File: src/rtl/core/lrbd_pkg.sv
package lrbd_pkg;

   // Field widths.
   localparam int COORD_W = 32;
   localparam int YAW_W   = 16;

   // Datapath widths. Differences of two coordinates need one extra bit.
   localparam int OPD_W   = COORD_W + 1;
   localparam int PROD_W  = 2 * OPD_W;
   // Determinant and s numerator: two 16 x 33 products summed.
   localparam int DET_W   = YAW_W + OPD_W + 1;
   localparam int DEN_W   = DET_W - 1;
   // t numerator: difference of two 33 x 33 products.
   localparam int TNUM_W  = PROD_W + 1;

   // The t numerator is scaled by the sine/cosine fraction before division.
   localparam int FRAC_SHIFT = 14;

   // The divider produces QUOT_W quotient bits. Anything wider saturates.
   localparam int QUOT_W    = COORD_W + 1;
   localparam int NLO_W     = QUOT_W;
   localparam int NHI_W     = TNUM_W - 1 + FRAC_SHIFT - NLO_W;
   localparam int DIV_STEPS = QUOT_W;
   localparam int DIV_CNT_W = $clog2(DIV_STEPS + 1);

   localparam int MUL_STEP_W = 3;
   localparam logic [MUL_STEP_W-1:0] MUL_LAST_STEP = 3'd6;

   typedef enum logic [1:0] {
      CSR_REF_X   = 2'd0,
      CSR_REF_Y   = 2'd1,
      CSR_YAW_SIN = 2'd2,
      CSR_YAW_COS = 2'd3
   } lrbd_csr_type;

   typedef enum logic [2:0] {
      ST_IDLE,
      ST_MUL,
      ST_TEST,
      ST_DSTART,
      ST_DWAIT,
      ST_UPDATE,
      ST_EMIT
   } lrbd_state_type;

   typedef struct packed {
      logic              sat;
      logic [QUOT_W-1:0] quot;
   } lrbd_div_result_type;

endpackage

File: src/rtl/core/lrbd_divider.sv
module lrbd_divider
   import lrbd_pkg::*;
(
   input  logic                clock,
   input  logic                reset,
   input  logic                start,
   input  logic [NHI_W-1:0]    num_hi,
   input  logic [NLO_W-1:0]    num_lo,
   input  logic [DEN_W-1:0]    den,
   output logic                done,
   output lrbd_div_result_type result
);

   // Restoring divider, one quotient bit per cycle. The upper part of the
   // numerator must be below the divisor, otherwise the quotient overflows.

   logic [DIV_CNT_W-1:0] cnt_ff, cnt_in;
   logic                 done_ff, done_in;
   logic [DET_W-1:0]     rem_ff, rem_in;
   logic [NLO_W-1:0]     lo_ff, lo_in;
   logic [DEN_W-1:0]     den_ff, den_in;
   logic [QUOT_W-1:0]    quot_ff, quot_in;
   logic                 sat_ff, sat_in;
   logic [DET_W-1:0]     shifted;
   logic                 fits;

   assign shifted = {rem_ff[DET_W-2:0], lo_ff[NLO_W-1]};
   assign fits    = shifted >= {1'b0, den_ff};

   always_comb begin
      cnt_in  = cnt_ff;
      done_in = 1'b0;
      rem_in  = rem_ff;
      lo_in   = lo_ff;
      den_in  = den_ff;
      quot_in = quot_ff;
      sat_in  = sat_ff;
      if (start) begin
         cnt_in  = DIV_CNT_W'(DIV_STEPS);
         rem_in  = DET_W'(num_hi);
         lo_in   = num_lo;
         den_in  = den;
         quot_in = '0;
         sat_in  = DEN_W'(num_hi) >= den;
      end else if (cnt_ff != '0) begin
         cnt_in  = cnt_ff - 1'b1;
         done_in = (cnt_ff == DIV_CNT_W'(1));
         rem_in  = fits ? (shifted - DET_W'(den_ff)) : shifted;
         lo_in   = {lo_ff[NLO_W-2:0], 1'b0};
         quot_in = {quot_ff[QUOT_W-2:0], fits};
      end
   end

   always_ff @(posedge clock) begin
      if (reset) begin
         cnt_ff  <= '0;
         done_ff <= 1'b0;
      end else begin
         cnt_ff  <= cnt_in;
         done_ff <= done_in;
      end
      rem_ff  <= rem_in;
      lo_ff   <= lo_in;
      den_ff  <= den_in;
      quot_ff <= quot_in;
      sat_ff  <= sat_in;
   end

   assign done        = done_ff;
   assign result.sat  = sat_ff;
   assign result.quot = quot_ff;

endmodule

File: config.mk
export PLATFORM = sky130hd
export DESIGN_NAME = lrbd_divider
export DESIGN_NICKNAME = d
export VERILOG_FILES = /design/src/rtl/core/lrbd_pkg.sv /design/src/rtl/core/lrbd_divider.sv
export SDC_FILE = /design/constraint.sdc
export NUM_CORES = 1
export LEC_CHECK = 0
export ABC_AREA = 0
export BUFFER_PORTS_ARGS = -buffer_cell sky130_fd_sc_hd__buf_4
export CAP_MARGIN = 20
export CORE_ASPECT_RATIO = 0.8
export CORE_MARGIN = 1.5
export CORE_UTILIZATION = 63
export DETAILED_ROUTE_END_ITERATION = 8
export GPL_ROUTABILITY_DRIVEN = 0
export HOLD_SLACK_MARGIN = 0.02
export PLACE_DENSITY = 0.9
export SLEW_MARGIN = 40
export SYNTH_ARGS = -nofsm -noshare
export SYNTH_HDL_FRONTEND = slang
export SYNTH_SLANG_ARGS = --single-unit
File: constraint.sdc
create_clock -name clock -period 10.4 [get_ports clock]
set_input_delay 0.52 -clock clock [delete_from_list [all_inputs] [get_ports clock]]
set_output_delay 0.52 -clock clock [all_outputs]
set_load 0.01 [all_outputs]
==> flow_summary.json <==
{
  "hold_buffers": 0,
  "final_hold_viol_count": 0,
  "syn_avg_cell_area_sq_um": 9.42,
  "ant_nets": 0,
  "cp.arrival_ps": 4350,
  "cts_tree": "built",
  "final_max_slew_viol_count": 0,
  "post_cts_resized": 0,
  "cp_top_family": "compound AO/OA/AOI/OAI gates",
  "rsz0062_at_grt": "false",
  "fin_crit_sh_pct": 40.0,
  "use_met1_pct": 41.9,
  "cts-root-buf": "clkbuf_16",
  "cts_made_buffers": 17,
  "use_met3_pct": 6.50,
  "slowest_delay_ps": 420,
  "seq_area_frac_synth_pct": 43.0,
  "num_vias": 9364,
  "ys_ff_latch": 172,
  "grt_pass1_wl_mm": 44.3,
  "min_period_ps": 4160,
  "tightest_slew_ps": 719,
  "synth_cell_types": 65,
  "ir_drop_uv": 163,
  "synthArstFlopShare_pct": 0,
  "maxCapViolations": 0,
  "utilization_pct": 75.2,
  "die_area_sq_um": 18300,
  "clock-sinks": 172,
  "synth_flop_cell": "edfxtp_1",
  "crit_slowest_cell": "and2_0",
  "syn-num-nets": 1403,
  "syn-cell-area_sq_um": 11000,
  "leakage_uw": 0.00561,
  "ios": 167,
  "start_util_pct": 64.1,
  "ys_warn_count": 0,
  "wl_per_cell_um": 18.1,
  "grt_usage_pct": 31.1,
  "setup_viol": 0,
  "layout.cells.non_filler": 1543,
  "worstHoldPathType": "input pin to flip-flop",
  "synth_edf_count": 130,
  "grtUsageMet2_pct": 50.1,
  "drc_errors": 0,
  "drt_first_pass_iters": 5,
  "clk_latency_ps": 450,
  "cp-end-kind": "flip-flop",
  "clockBufferDepth": 2,
  "portBuffers": 166,
  "cp_common_cell": "inv_1",
  "rows": 43,
  "required_ps": 10590,
  "fmax_ghz": 0.240,
  "dp_cells": 1511,
  "yosys-top-cells-count": "nand2_1 (149), a21oi_1 (139), edfxtp_1 (130), inv_1 (110), ha_1 (99)",
  "drt-initial-drc-count": 811,
  "htreeDepth": 4,
  "tns_ps": 0,
  "core_area_sq_um": 17200,
  "clk_pin_slew_ps": 80,
  "synthToLayoutAreaGrowth_pct": 17.4,
  "skew_ps": 12.4,
  "yosys.area.top_type": "edfxtp_1",
  "fp.dieH_um": 121,
  "finalNetCount": 1537,
  "syn-instance-count": 1171,
  "synth.most_common_cell": "nand2_1",
  "via_per_inst": 6.07,
  "final_layout_size_suffix_gt1_share_pct": 19.7,
  "cp_max_fo": 55,
  "crit_type": "flip-flop to flip-flop",
  "worst-path-buf-inv": 3,
  "startpoint_type": "flip-flop",
  "synthDominantCellAreaShare_pct": 35.4,
  "routed_wl_mm": 27.9,
  "power_per_cell_area_nw_per_um2": 258,
  "grt_pass1_vias": 8864,
  "busiest_layer": "met2",
  "globalRouteOverflowTotal": 0,
  "die_w_um": 151,
  "outcome": "finished clean",
  "antenna_cells": 0,
  "antenna_found_initial": 0,
  "post-cts-setup-buffer-count": 0,
  "slew_headroom_pct": 52.0,
  "synth_area_leaders": "edfxtp_1 (35%), ha_1 (11%), dfxtp_1 (7.6%)",
  "path_cells": "inv_1 -> ha_1 -> inv_1 -> fa_1 -> a21o_1 -> a221o_2 -> a41oi_2 -> o211ai_1 -> a21oi_2 -> a31o_2 -> o41ai_4 -> buf_4 -> and2_0 -> a221o_1",
  "hpwl_mm": 20.0,
  "grt_max_degree": 81
}
final cells by class:
class,instances,area (sq um)
clock inverters,14,159
well taps,225,282
multi-input cells,832,5630
clock buffers,18,429
fillers,1227,4260
flip-flops and latches,172,4740
repair buffers,172,1290
inverters,110,413
logic make-up (layout without fill, tap and decap cells):
kind of cell,after synthesis,after routing,synth area share (%)
adders and majority gates,100,100,11.4
muxes,53,53,5.32
DFF,172,172,43.0
xor gates and xnor gates,50,50,3.97
AOI/OAI and AO/OA,317,317,17.5
buffers and inverters,167,314,6.06
and+or+nand+nor,312,312,12.7
path summary, 6_finish.rpt:
check | start | endpoint | slack (ps) | cells after the start
setup / recovery | lo_ff[32] | rem_ff[44] | 6240 | 14
hold / removal | den[17] | den_ff[17] | 250 | 1
setup reg to reg | lo_ff[32] | rem_ff[44] | 6240 | 14
hold reg to reg | quot_ff[32] | quot_ff[32] | 460 | 2
stage by stage:
stage	setup WS [ps]	area (sq um)	total power, uW	hold WS (ps)
2_1_floorplan	6760	11000	2280	440
3_3_place_gp	6460	12400	2570	441
5_1_grt	6060	13000	3550	240
3_5_place_dp	6300	12400	2640	448
6_report	6240	13000	3340	252
4_1_cts	6280	13000	3300	249
worst register-to-register path: cells and delay by family, from the launching register on:
family / cells / cell delay [ps]
AOI/OAI and AO/OA: 8 / 2090
adders and majority gates: 2 / 560
buffers and inverters: 3 / 440
DFF: 1 / 390
and+or+nand+nor: 1 / 430
cell usage in the layout (no fill, tap or decap), drive strengths merged, types with 10 or more instances in the layout:
| master | netlist | final |
|---|---|---|
| a211oi | 10 | 10 |
| a21o | 24 | 24 |
| a21oi | 141 | 141 |
| buf | 17 | 172 |
| clkbuf | 40 | 18 |
| dfxtp | 42 | 42 |
| edfxtp | 130 | 130 |
| ha | 99 | 99 |
| inv | 110 | 115 |
| mux2 | 45 | 45 |
| nand2 | 149 | 149 |
| nand3 | 13 | 13 |
| nand4 | 22 | 22 |
| nor2 | 67 | 67 |
| nor2b | 10 | 10 |
| nor3 | 13 | 13 |
| nor3b | 10 | 10 |
| o21a | 14 | 14 |
| o21ai | 71 | 71 |
| xnor2 | 24 | 24 |
| xor2 | 26 | 26 |
state kept, by name, indices dropped and copies added, names as in the netlist:
register  cells
sat_ff        1
cnt_ff        6
done          1
rem_ff       49
lo_ff        33
den_ff       49
quot_ff      33
power breakdown:
part	total, uW	internal (uW)	switching, uW
Clock	646	340	306
Sequential	1020	936	82.1
Combinational	1680	667	1010
metal layers:
metal  part of all wire (%)  vias to the layer above
met5                      0                        -
met4                    2.4                        0
met3                    8.3                       66
met2                     47                      473
met1                     42                     4382
li1                       -                     4443
Power figures use the tool's default switching activity.
